<file path="src/design/ssbs_pkg.sv">
// ----------------------------------------------------------------------------
// ssbs_pkg
// types and constants of the sort and byte statistics block
// ----------------------------------------------------------------------------
`timescale 1ns / 1ps
package ssbs_pkg;
	localparam int SAMPLE_W   = 8;
	localparam int RANK_W     = 6;
	localparam int SUM_W      = 14;
	localparam int DIVISOR_W  = 7;
	localparam int FIFO_DEPTH = 4;

	typedef struct packed {
		logic [SAMPLE_W-1:0] sample;
		logic                last_sample;
	} in_word_t;

	typedef struct packed {
		logic [SAMPLE_W-1:0] sorted_value;
		logic [RANK_W-1:0]   rank;
		logic [SAMPLE_W-1:0] mean_value;
		logic [SAMPLE_W-1:0] median_value;
		logic [SAMPLE_W-1:0] largest_value;
		logic [SAMPLE_W-1:0] smallest_value;
		logic                overflow_flag;
		logic                last_result;
	} result_t;

	// classified word carried from front to back
	typedef struct packed {
		logic [SAMPLE_W-1:0] sample;
		logic                last;
		logic                keep;
	} q_entry_t;

	typedef struct packed {
		logic                 go;
		logic [SUM_W-1:0]     dividend;
		logic [DIVISOR_W-1:0] divisor;
	} div_req_t;

	typedef struct packed {
		logic                done;
		logic [SAMPLE_W-1:0] quotient;
	} div_rsp_t;
endpackage

</file>
<file path="src/design/sort_and_byte_statistics.sv">
// ----------------------------------------------------------------------------
// sort_and_byte_statistics
// sorts a set of byte samples in descending order and reports statistics
// ----------------------------------------------------------------------------
// Usage: drive in_word and raise start; a word is taken at a clock edge where
// start is high and busy is low. A word with last_sample high ends the set.
// Up to MAX_COUNT samples are kept per set; further samples are dropped and
// reported through overflow_flag.
// Loading: a four-deep queue feeds an insertion sort chain that stores one
// sample per cycle while the back is loading and the queue holds a word.
// After the last word the mean is computed by a bit-serial divider, then one
// result per stored sample is shown on result for one cycle each, marked by
// result_valid, rank 0 first (largest). The final result has last_result set
// and carries mean, median, max, min and overflow_flag. Words of the next
// set are queued meanwhile until busy rises.
// Results cannot be held off by the receiver.
// Reset clears the counts, the queue and all control state.
// ----------------------------------------------------------------------------
`timescale 1ns / 1ps
module sort_and_byte_statistics import ssbs_pkg::*; #(
	parameter int MAX_COUNT = 64
) (
	input  logic     clk,
	input  logic     arst_n,
	input  logic     start,
	input  in_word_t in_word,
	output logic     busy,
	output logic     result_valid,
	output result_t  result
);
	logic     push;
	q_entry_t push_data;
	logic     full;
	logic     empty;
	logic     pop;
	q_entry_t pop_data;
	div_req_t div_req;
	div_rsp_t div_rsp;

	// front: accept and classify
	ssbs_front #(.MAX_COUNT(MAX_COUNT)) u_front (
		.clk       (clk),
		.arst_n    (arst_n),
		.start     (start),
		.in_word   (in_word),
		.full      (full),
		.busy      (busy),
		.push      (push),
		.push_data (push_data)
	);

	// queue
	ssbs_fifo u_fifo (
		.clk       (clk),
		.arst_n    (arst_n),
		.push      (push),
		.push_data (push_data),
		.pop       (pop),
		.pop_data  (pop_data),
		.full      (full),
		.empty     (empty)
	);

	// mean divider
	ssbs_div u_div (
		.clk    (clk),
		.arst_n (arst_n),
		.req    (div_req),
		.rsp    (div_rsp)
	);

	// back: sort and emit
	ssbs_back #(.MAX_COUNT(MAX_COUNT)) u_back (
		.clk          (clk),
		.arst_n       (arst_n),
		.empty        (empty),
		.pop_data     (pop_data),
		.pop          (pop),
		.div_req      (div_req),
		.div_rsp      (div_rsp),
		.result_valid (result_valid),
		.result       (result)
	);
endmodule

</file>
<file path="src/design/ssbs_front.sv">
// ----------------------------------------------------------------------------
// ssbs_front
// accepts sample words and tags each as stored or dropped
// ----------------------------------------------------------------------------
`timescale 1ns / 1ps
module ssbs_front import ssbs_pkg::*; #(
	parameter int MAX_COUNT = 64
) (
	input  logic     clk,
	input  logic     arst_n,
	input  logic     start,
	input  in_word_t in_word,
	input  logic     full,
	output logic     busy,
	output logic     push,
	output q_entry_t push_data
);
	localparam int CNT_W = $clog2(MAX_COUNT + 1);

	logic [CNT_W-1:0] count_q;
	logic             keep;

	// accept when the queue has room
	assign busy = full;
	assign push = start && !full;
	assign keep = (count_q < CNT_W'(MAX_COUNT));

	assign push_data.sample = in_word.sample;
	assign push_data.last   = in_word.last_sample;
	assign push_data.keep   = keep;

	// stored words in the current set
	always_ff @(posedge clk or negedge arst_n) begin
		if (!arst_n) begin
			count_q <= '0;
		end else if (push) begin
			if (in_word.last_sample) begin
				count_q <= '0;
			end else if (keep) begin
				count_q <= count_q + CNT_W'(1);
			end
		end
	end
endmodule

</file>
<file path="src/design/ssbs_fifo.sv">
// ----------------------------------------------------------------------------
// ssbs_fifo
// short queue between the front and the back
// ----------------------------------------------------------------------------
`timescale 1ns / 1ps
module ssbs_fifo import ssbs_pkg::*; (
	input  logic     clk,
	input  logic     arst_n,
	input  logic     push,
	input  q_entry_t push_data,
	input  logic     pop,
	output q_entry_t pop_data,
	output logic     full,
	output logic     empty
);
	localparam int PTR_W = $clog2(FIFO_DEPTH);

	q_entry_t         mem_q [FIFO_DEPTH];
	logic [PTR_W-1:0] wr_q;
	logic [PTR_W-1:0] rd_q;
	logic [PTR_W:0]   fill_q;

	assign full     = (fill_q == (PTR_W+1)'(FIFO_DEPTH));
	assign empty    = (fill_q == '0);
	assign pop_data = mem_q[rd_q];

	// storage
	always_ff @(posedge clk) begin
		if (push && !full) begin
			mem_q[wr_q] <= push_data;
		end
	end

	// pointers and fill level
	always_ff @(posedge clk or negedge arst_n) begin
		if (!arst_n) begin
			wr_q   <= '0;
			rd_q   <= '0;
			fill_q <= '0;
		end else begin
			if (push && !full) begin
				wr_q <= wr_q + PTR_W'(1);
			end
			if (pop && !empty) begin
				rd_q <= rd_q + PTR_W'(1);
			end
			if ((push && !full) && !(pop && !empty)) begin
				fill_q <= fill_q + (PTR_W+1)'(1);
			end else if (!(push && !full) && (pop && !empty)) begin
				fill_q <= fill_q - (PTR_W+1)'(1);
			end
		end
	end
endmodule

</file>
<file path="src/design/ssbs_div.sv">
// ----------------------------------------------------------------------------
// ssbs_div
// restoring divider, one quotient bit per cycle
// ----------------------------------------------------------------------------
`timescale 1ns / 1ps
module ssbs_div import ssbs_pkg::*; (
	input  logic     clk,
	input  logic     arst_n,
	input  div_req_t req,
	output div_rsp_t rsp
);
	localparam int STEP_W = $clog2(SUM_W + 1);

	logic [SUM_W-1:0]     dq_q;
	logic [DIVISOR_W:0]   rem_q;
	logic [DIVISOR_W-1:0] dsr_q;
	logic [STEP_W-1:0]    step_q;
	logic                 run_q;
	logic                 done_q;
	logic [DIVISOR_W:0]   rem_sh;
	logic                 qbit;

	// shift in next dividend bit and trial subtract
	assign rem_sh = {rem_q[DIVISOR_W-1:0], dq_q[SUM_W-1]};
	assign qbit   = (rem_sh >= {1'b0, dsr_q});

	assign rsp.done     = done_q;
	assign rsp.quotient = dq_q[SAMPLE_W-1:0];

	always_ff @(posedge clk) begin
		if (req.go) begin
			dq_q  <= req.dividend;
			rem_q <= '0;
			dsr_q <= req.divisor;
		end else if (run_q) begin
			dq_q  <= {dq_q[SUM_W-2:0], qbit};
			rem_q <= qbit ? (rem_sh - {1'b0, dsr_q}) : rem_sh;
		end
	end

	// step sequencing
	always_ff @(posedge clk or negedge arst_n) begin
		if (!arst_n) begin
			run_q  <= 1'b0;
			done_q <= 1'b0;
			step_q <= '0;
		end else begin
			done_q <= 1'b0;
			if (req.go) begin
				run_q  <= 1'b1;
				step_q <= '0;
			end else if (run_q) begin
				step_q <= step_q + STEP_W'(1);
				if (step_q == STEP_W'(SUM_W - 1)) begin
					run_q  <= 1'b0;
					done_q <= 1'b1;
				end
			end
		end
	end
endmodule

</file>
<file path="src/design/ssbs_back.sv">
// ----------------------------------------------------------------------------
// ssbs_back
// insertion sort chain, sum and count, then ordered emission with statistics
// ----------------------------------------------------------------------------
`timescale 1ns / 1ps
module ssbs_back import ssbs_pkg::*; #(
	parameter int MAX_COUNT = 64
) (
	input  logic     clk,
	input  logic     arst_n,
	input  logic     empty,
	input  q_entry_t pop_data,
	output logic     pop,
	output div_req_t div_req,
	input  div_rsp_t div_rsp,
	output logic     result_valid,
	output result_t  result
);
	localparam int CNT_W = $clog2(MAX_COUNT + 1);

	localparam logic [1:0] ST_LOAD = 2'd0;
	localparam logic [1:0] ST_DIV  = 2'd1;
	localparam logic [1:0] ST_EMIT = 2'd2;

	logic [1:0]          state_q;
	logic [SAMPLE_W-1:0] cell_q [MAX_COUNT];
	logic [SAMPLE_W-1:0] cell_ins [MAX_COUNT];
	logic [MAX_COUNT-1:0] ge;
	logic [CNT_W-1:0]    cnt_q;
	logic [CNT_W-1:0]    k_q;
	logic [SUM_W-1:0]    sum_q;
	logic                drop_q;
	logic [SAMPLE_W-1:0] mean_q;
	logic [SAMPLE_W-1:0] max_q;
	logic [SAMPLE_W-1:0] lo_q;
	logic [SAMPLE_W-1:0] hi_q;
	logic [CNT_W-1:0]    cnt_nx;
	logic [SUM_W-1:0]    sum_nx;
	logic                is_lo;
	logic                is_hi;
	logic                is_fin;
	logic [SAMPLE_W-1:0] lo_v;
	logic [SAMPLE_W-1:0] hi_v;
	logic [SAMPLE_W:0]   med_sum;
	result_t             res_d;

	assign pop = (state_q == ST_LOAD) && !empty;

	// count and sum after the popped word
	assign cnt_nx = pop_data.keep ? (cnt_q + CNT_W'(1)) : cnt_q;
	assign sum_nx = pop_data.keep ? SUM_W'(sum_q + SUM_W'(pop_data.sample)) : sum_q;

	assign div_req.go       = pop && pop_data.last;
	assign div_req.dividend = sum_nx;
	assign div_req.divisor  = DIVISOR_W'(cnt_nx);

	// insert position: cells holding a value not below the key stay put
	always_comb begin
		for (int i = 0; i < MAX_COUNT; i++) begin
			ge[i] = (CNT_W'(i) < cnt_q) && (cell_q[i] >= pop_data.sample);
		end
		for (int i = 0; i < MAX_COUNT; i++) begin
			if (ge[i]) begin
				cell_ins[i] = cell_q[i];
			end else if (i == 0) begin
				cell_ins[i] = pop_data.sample;
			end else if (ge[i-1]) begin
				cell_ins[i] = pop_data.sample;
			end else begin
				cell_ins[i] = cell_q[i-1];
			end
		end
	end

	// sort chain: insert while loading, shift toward cell 0 while emitting
	always_ff @(posedge clk) begin
		for (int i = 0; i < MAX_COUNT; i++) begin
			if (pop && pop_data.keep) begin
				cell_q[i] <= cell_ins[i];
			end else if (state_q == ST_EMIT) begin
				if (i < MAX_COUNT - 1) begin
					cell_q[i] <= cell_q[i+1];
				end
			end
		end
	end

	// median and extreme tracking during emission
	assign is_lo  = (k_q == ((cnt_q - CNT_W'(1)) >> 1));
	assign is_hi  = (k_q == (cnt_q >> 1));
	assign is_fin = (k_q == (cnt_q - CNT_W'(1)));
	assign lo_v   = is_lo ? cell_q[0] : lo_q;
	assign hi_v   = is_hi ? cell_q[0] : hi_q;
	assign med_sum = {1'b0, lo_v} + {1'b0, hi_v};

	always_comb begin
		res_d = '0;
		res_d.sorted_value = cell_q[0];
		res_d.rank         = RANK_W'(k_q);
		if (is_fin) begin
			res_d.mean_value     = mean_q;
			res_d.median_value   = med_sum[SAMPLE_W:1];
			res_d.largest_value  = (k_q == '0) ? cell_q[0] : max_q;
			res_d.smallest_value = cell_q[0];
			res_d.overflow_flag  = drop_q;
			res_d.last_result    = 1'b1;
		end
	end

	// result register and statistics capture
	always_ff @(posedge clk) begin
		if (state_q == ST_EMIT) begin
			result <= res_d;
			if (is_lo) begin
				lo_q <= cell_q[0];
			end
			if (is_hi) begin
				hi_q <= cell_q[0];
			end
			if (k_q == '0) begin
				max_q <= cell_q[0];
			end
		end
		if (div_rsp.done) begin
			mean_q <= div_rsp.quotient;
		end
	end

	// control
	always_ff @(posedge clk or negedge arst_n) begin
		if (!arst_n) begin
			state_q      <= ST_LOAD;
			cnt_q        <= '0;
			sum_q        <= '0;
			drop_q       <= 1'b0;
			k_q          <= '0;
			result_valid <= 1'b0;
		end else begin
			result_valid <= 1'b0;
			case (state_q)
				ST_LOAD: begin
					if (pop) begin
						cnt_q  <= cnt_nx;
						sum_q  <= sum_nx;
						drop_q <= drop_q | !pop_data.keep;
						if (pop_data.last) begin
							state_q <= ST_DIV;
						end
					end
				end
				ST_DIV: begin
					k_q <= '0;
					if (div_rsp.done) begin
						state_q <= ST_EMIT;
					end
				end
				ST_EMIT: begin
					result_valid <= 1'b1;
					k_q          <= k_q + CNT_W'(1);
					if (is_fin) begin
						state_q <= ST_LOAD;
						cnt_q   <= '0;
						sum_q   <= '0;
						drop_q  <= 1'b0;
					end
				end
				default: begin
					state_q <= ST_LOAD;
				end
			endcase
		end
	end
endmodule

</file>
<file path="config.mk">
export PLATFORM = sky130hd
export DESIGN_NAME = sort_and_byte_statistics
export DESIGN_NICKNAME = d
export VERILOG_FILES = /design/src/design/ssbs_pkg.sv /design/src/design/sort_and_byte_statistics.sv /design/src/design/ssbs_front.sv /design/src/design/ssbs_fifo.sv /design/src/design/ssbs_div.sv /design/src/design/ssbs_back.sv
export SDC_FILE = /design/constraint.sdc
export NUM_CORES = 2
export LEC_CHECK = 0
export ABC_AREA = 1
export BUFFER_PORTS_ARGS = -buffer_cell sky130_fd_sc_hd__buf_4
export CAP_MARGIN = 20
export CORE_MARGIN = 2
export CORE_UTILIZATION = 50
export CTS_BUF_LIST = sky130_fd_sc_hd__clkbuf_4
export DETAILED_ROUTE_END_ITERATION = 10
export PLACE_DENSITY = 0.74
export SETUP_SLACK_MARGIN = 0.05
export SYNTH_ARGS = -nofsm -noshare
export SYNTH_HDL_FRONTEND = slang
export SYNTH_SLANG_ARGS = --single-unit
</file>
<file path="constraint.sdc">
create_clock -name clk -period 4.12 [get_ports clk]
set_clock_uncertainty 0.15 [all_clocks]
set_input_delay 0.206 -clock clk [delete_from_list [all_inputs] [get_ports clk]]
set_output_delay 0.206 -clock clk [all_outputs]
set_load 0.1 [all_outputs]
</file>
==> flow_summary.rst <==
.. list-table::
   :header-rows: 1

   * - Metric
     - Value
   * - Portion of the clock cycle consumed by the worst path in the final layout
     - 96.49%
   * - Final critical-path required period
     - 3.975 ns
   * - Setup violation total in the final timing report
     - 0
   * - # fillers
     - 8141
   * - Sequential Area
     - 21050 um2
   * - Antenna violations before repair
     - 3
   * - Largest net degree at the start of global routing
     - 139
   * - Vias in the first global route
     - 40010
   * - Synthesis warning total
     - 0
   * - Final Hold Vio Count
     - 0
   * - Worst-path cell chain
     - inv_4 -> buf_4 -> a21oi_1 -> a32oi_4 -> clkinvlp_4 -> buf_12 -> buf_12 -> ha_1 -> nand2_1 -> nor2_1 -> nand4_1 -> o2111ai_1 -> nand2_1 -> clkinvlp_4 -> o211ai_1 -> o21ai_0
   * - Global router's overall resource usage
     - 27.57%
   * - First-pass GRT wire length
     - 214.9 mm
   * - Total number of vias
     - 41620
   * - Kind of cell with the highest combined delay on the critical path
     - buffers and inverters
   * - Starting Density
     - 50.60%
   * - Sum of net half-perimeters after detailed placement
     - 91.57 mm
   * - Clock root buffer master
     - clkbuf_4
   * - Number of buffers added on ports
     - 61
   * - Multi-input gate area
     - 23100 um2
   * - Critical Path Max Stage Delay
     - 0.44 ns
   * - Count of unresolved DRC violations after routing
     - 0
   * - Clock buffers created by TritonCTS
     - 193
   * - Unrepaired setup endpoints after global routing
     - false
   * - Relative slew margins
     - 24.50%
   * - Routed Wire Length
     - 136.8 mm
   * - Worst Max-Slew Pin Slew
     - 1.132 ns
   * - Floorplan die area
     - 97210 um2
   * - Worst Setup End Kind
     - flop
   * - Length of the first detailed-routing pass in iterations
     - 6
   * - Share of synthesized flip-flops with an asynchronous set or reset
     - 7.303%
   * - Net count of the finished layout
     - 6115
   * - Combined buffer and inverter count along the critical path
     - 6
   * - Proportion of layout cells with a drive suffix above 1
     - 11.14%
   * - Last weighted congestion value of the routability-driven placer
     - 0.9095
   * - Top FF cell, synth
     - edfxtp_1
   * - Commonest non-fill, non-tap cell in the layout
     - nand2_1
   * - Net Count, Synth
     - 5926
   * - Clock insertion delay at the later pin of the skew report
     - 1.18 ns
   * - Placement-stage worst setup slack
     - 0.1894 ns
   * - Clock Path Buffers
     - 3
   * - Depth of the worst register-to-register path
     - 16
   * - Worst min-delay path category
     - input pin to flop
   * - Cell Rows
     - 112
   * - Post-synthesis register bit count
     - 712
   * - Worst Hold Depth
     - 3
   * - Synth unique cells
     - 53
   * - Max FO, Critical Path
     - 24
   * - Layout overhead on the synthesized area
     - 12.30%
   * - Top achievable clock speed
     - 0.2515 GHz
   * - Synth Instances
     - 5359
   * - Core area
     - 93610 um2
   * - Start-to-end type of the worst setup path
     - flop to flop
   * - Sequential share of the synthesized area
     - 44.44%
   * - Most frequent cells in the layout
     - 760 x nand2_1, 716 x inv_1, 662 x o21ai_0
   * - Grt ovf
     - 0
   * - Cell area after technology mapping
     - 47370 um2
   * - I/O pin count
     - 62
   * - Data arrival at the endpoint of the critical path
     - 4.64 ns
   * - Clock slew at the register clock pins of the worst setup and hold paths
     - 0.08 ns
   * - Final count of pins violating max slew
     - 0
   * - Final setup slack of the worst path
     - 0.1446 ns
   * - CP Launch Type
     - flop
   * - Die Ht
     - 311.8 um
   * - Master of the slowest instance on the critical path
     - dfrtp_1
   * - Clock net sink count
     - 712
   * - Detail-routed via count per cell
     - 5.980
   * - Clock H-tree levels
     - 4
   * - CTS tree
     - built
   * - Post-synth EDFFs
     - 653
   * - Number of nets still failing antenna checks after routing
     - 0
   * - Die X
     - 311.8 um
   * - Levels on crit path
     - 16
   * - Detailed Route Iter0 Violations
     - 4277
   * - Data required time at the worst endpoint
     - 4.79 ns
   * - Result of the run
     - finished clean
   * - Final routed wire length divided by cell count
     - 19.66 um
   * - Max-capacitance violation count
     - 0
   * - Syn_area_per_cell
     - 8.838 um2
## cells by family (layout without fill, tap and decap cells)
logic type      Yosys count  after routing  share of synthesized area, %
compound gates         1695           1695                         20.58
simple gates           1369           1369                         11.59
buf+inv                 998           1330                         8.099
flops                   712            712                         44.44
fa+ha+maj               555            555                         14.72
xor+xnor                 27             27                        0.4992
mux                       3              3                       0.06604
other cells               0             14                             0
## through the flow
step	util, %	instance area (um2)	std cells	TNS [ns]	hold slack [ns]
floorplan	-	47890	5359	-32.80	-0.2396
global placement	53.73	50300	6582	0	0.1502
detailed placement	53.73	50300	6582	0	0.1541
CTS	56.65	53030	6944	0	0.2192
global route	56.82	53190	6958	0	0.2269
finish	56.82	53190	6959	0	0.2635
## worst paths after layout
kind	startpoint	endpoint	slack [ns]
worst max-delay path	u_fifo.rd_q[1]	u_back.cell_q[0][23]	0.14
worst min-delay path	in_word[2]	u_fifo.mem_q[2][3]	0.26
worst max register to register	u_fifo.rd_q[1]	u_back.cell_q[0][23]	0.14
worst min register to register	u_div.dq_q[7]	u_back.mean_q[7]	0.31
max in group asynchronous	arst_n	u_back.cnt_q[5]	2.94
min in group asynchronous	arst_n	u_fifo.rd_q[1]	0.58
## routing by layer
metal / GRT usage [%] / share of wire [%] / up-vias
met3: 5.304 / 10 / 387
met1: 36.67 / 40 / 19440
met4: 11.24 / 3.6 / 0
met2: 44.26 / 46 / 2143
met5: 0 / 0 / -
li1: - / - / 19640
## synthesized netlist by cell type (2+ instances only)
library cell / instances / share of area, %
nor2_4: 2 / 0.048
nand2_1: 763 / 6.0
nand3_1: 48 / 0.51
a22oi_1: 4 / 0.063
nor2_2: 6 / 0.079
nor2_1: 441 / 3.5
xor2_1: 22 / 0.41
buf_2: 57 / 0.60
inv_1: 725 / 5.7
o21a_1: 3 / 0.048
and2_1: 9 / 0.12
nand4_1: 69 / 0.91
inv_2: 9 / 0.071
o21ai_0: 700 / 7.4
a31oi_1: 3 / 0.040
mux2i_1: 2 / 0.042
nor4_1: 5 / 0.066
a32oi_1: 7 / 0.13
edfxtp_1: 653 / 41
a211o_1: 3 / 0.055
a21oi_1: 384 / 4.1
clkinv_1: 35 / 0.28
o211ai_2: 13 / 0.34
xnor2_1: 5 / 0.092
ha_1: 551 / 15
dfrtp_1: 52 / 2.7
clkbuf_1: 160 / 1.3
o21bai_1: 2 / 0.032
o21ai_2: 7 / 0.13
nor3b_1: 2 / 0.032
or2_2: 2 / 0.026
buf_1: 8 / 0.063
nor3_1: 18 / 0.19
o211ai_1: 142 / 2.3
buf_4: 3 / 0.048
o22ai_1: 344 / 4.5
o2111ai_1: 63 / 1.2
o21ai_1: 7 / 0.074
o31ai_1: 7 / 0.11
fa_1: 4 / 0.17
dfxtp_1: 7 / 0.30
## what timing repair did
item	in CTS	in global routing
hold buffers	24	0
setup buffers	0	1
setup endpoints to repair	0	277
resized for setup	0	23
endpoints found under the hold margin	140	0
## registers in the layout, indices dropped and copies added, names as in the netlist, 8 cells and up
signal         cells
u_back.hi_q        8
u_fifo.mem_q      40
u_back.sum_q      14
u_back.cell_q    512
u_div.dq_q        14
u_back.result     48
u_back.max_q       8
u_back.mean_q      8
u_back.lo_q        8
## area by class of cell
class                           count  area share (%)
Multi-Input combinational cell   3649           43.43
Antenna cell                       14         0.06586
Inverter                          769           5.518
Clock inverter                     46          0.5410
Tap cell                         1254           2.950
Timing Repair Buffer              223           3.794
Sequential cell                   712           39.57
Clock buffer                      292           4.121
## worst min-delay path, cell delays in order
cell and delay (ns):
dlygate4sd3_1 0.53, buf_4 0.09, dlygate4sd3_1 0.60
Power is left out: the tool's default activity adds up to more than one toggle a clock period on the data nets, which glitch-free logic cannot reach.
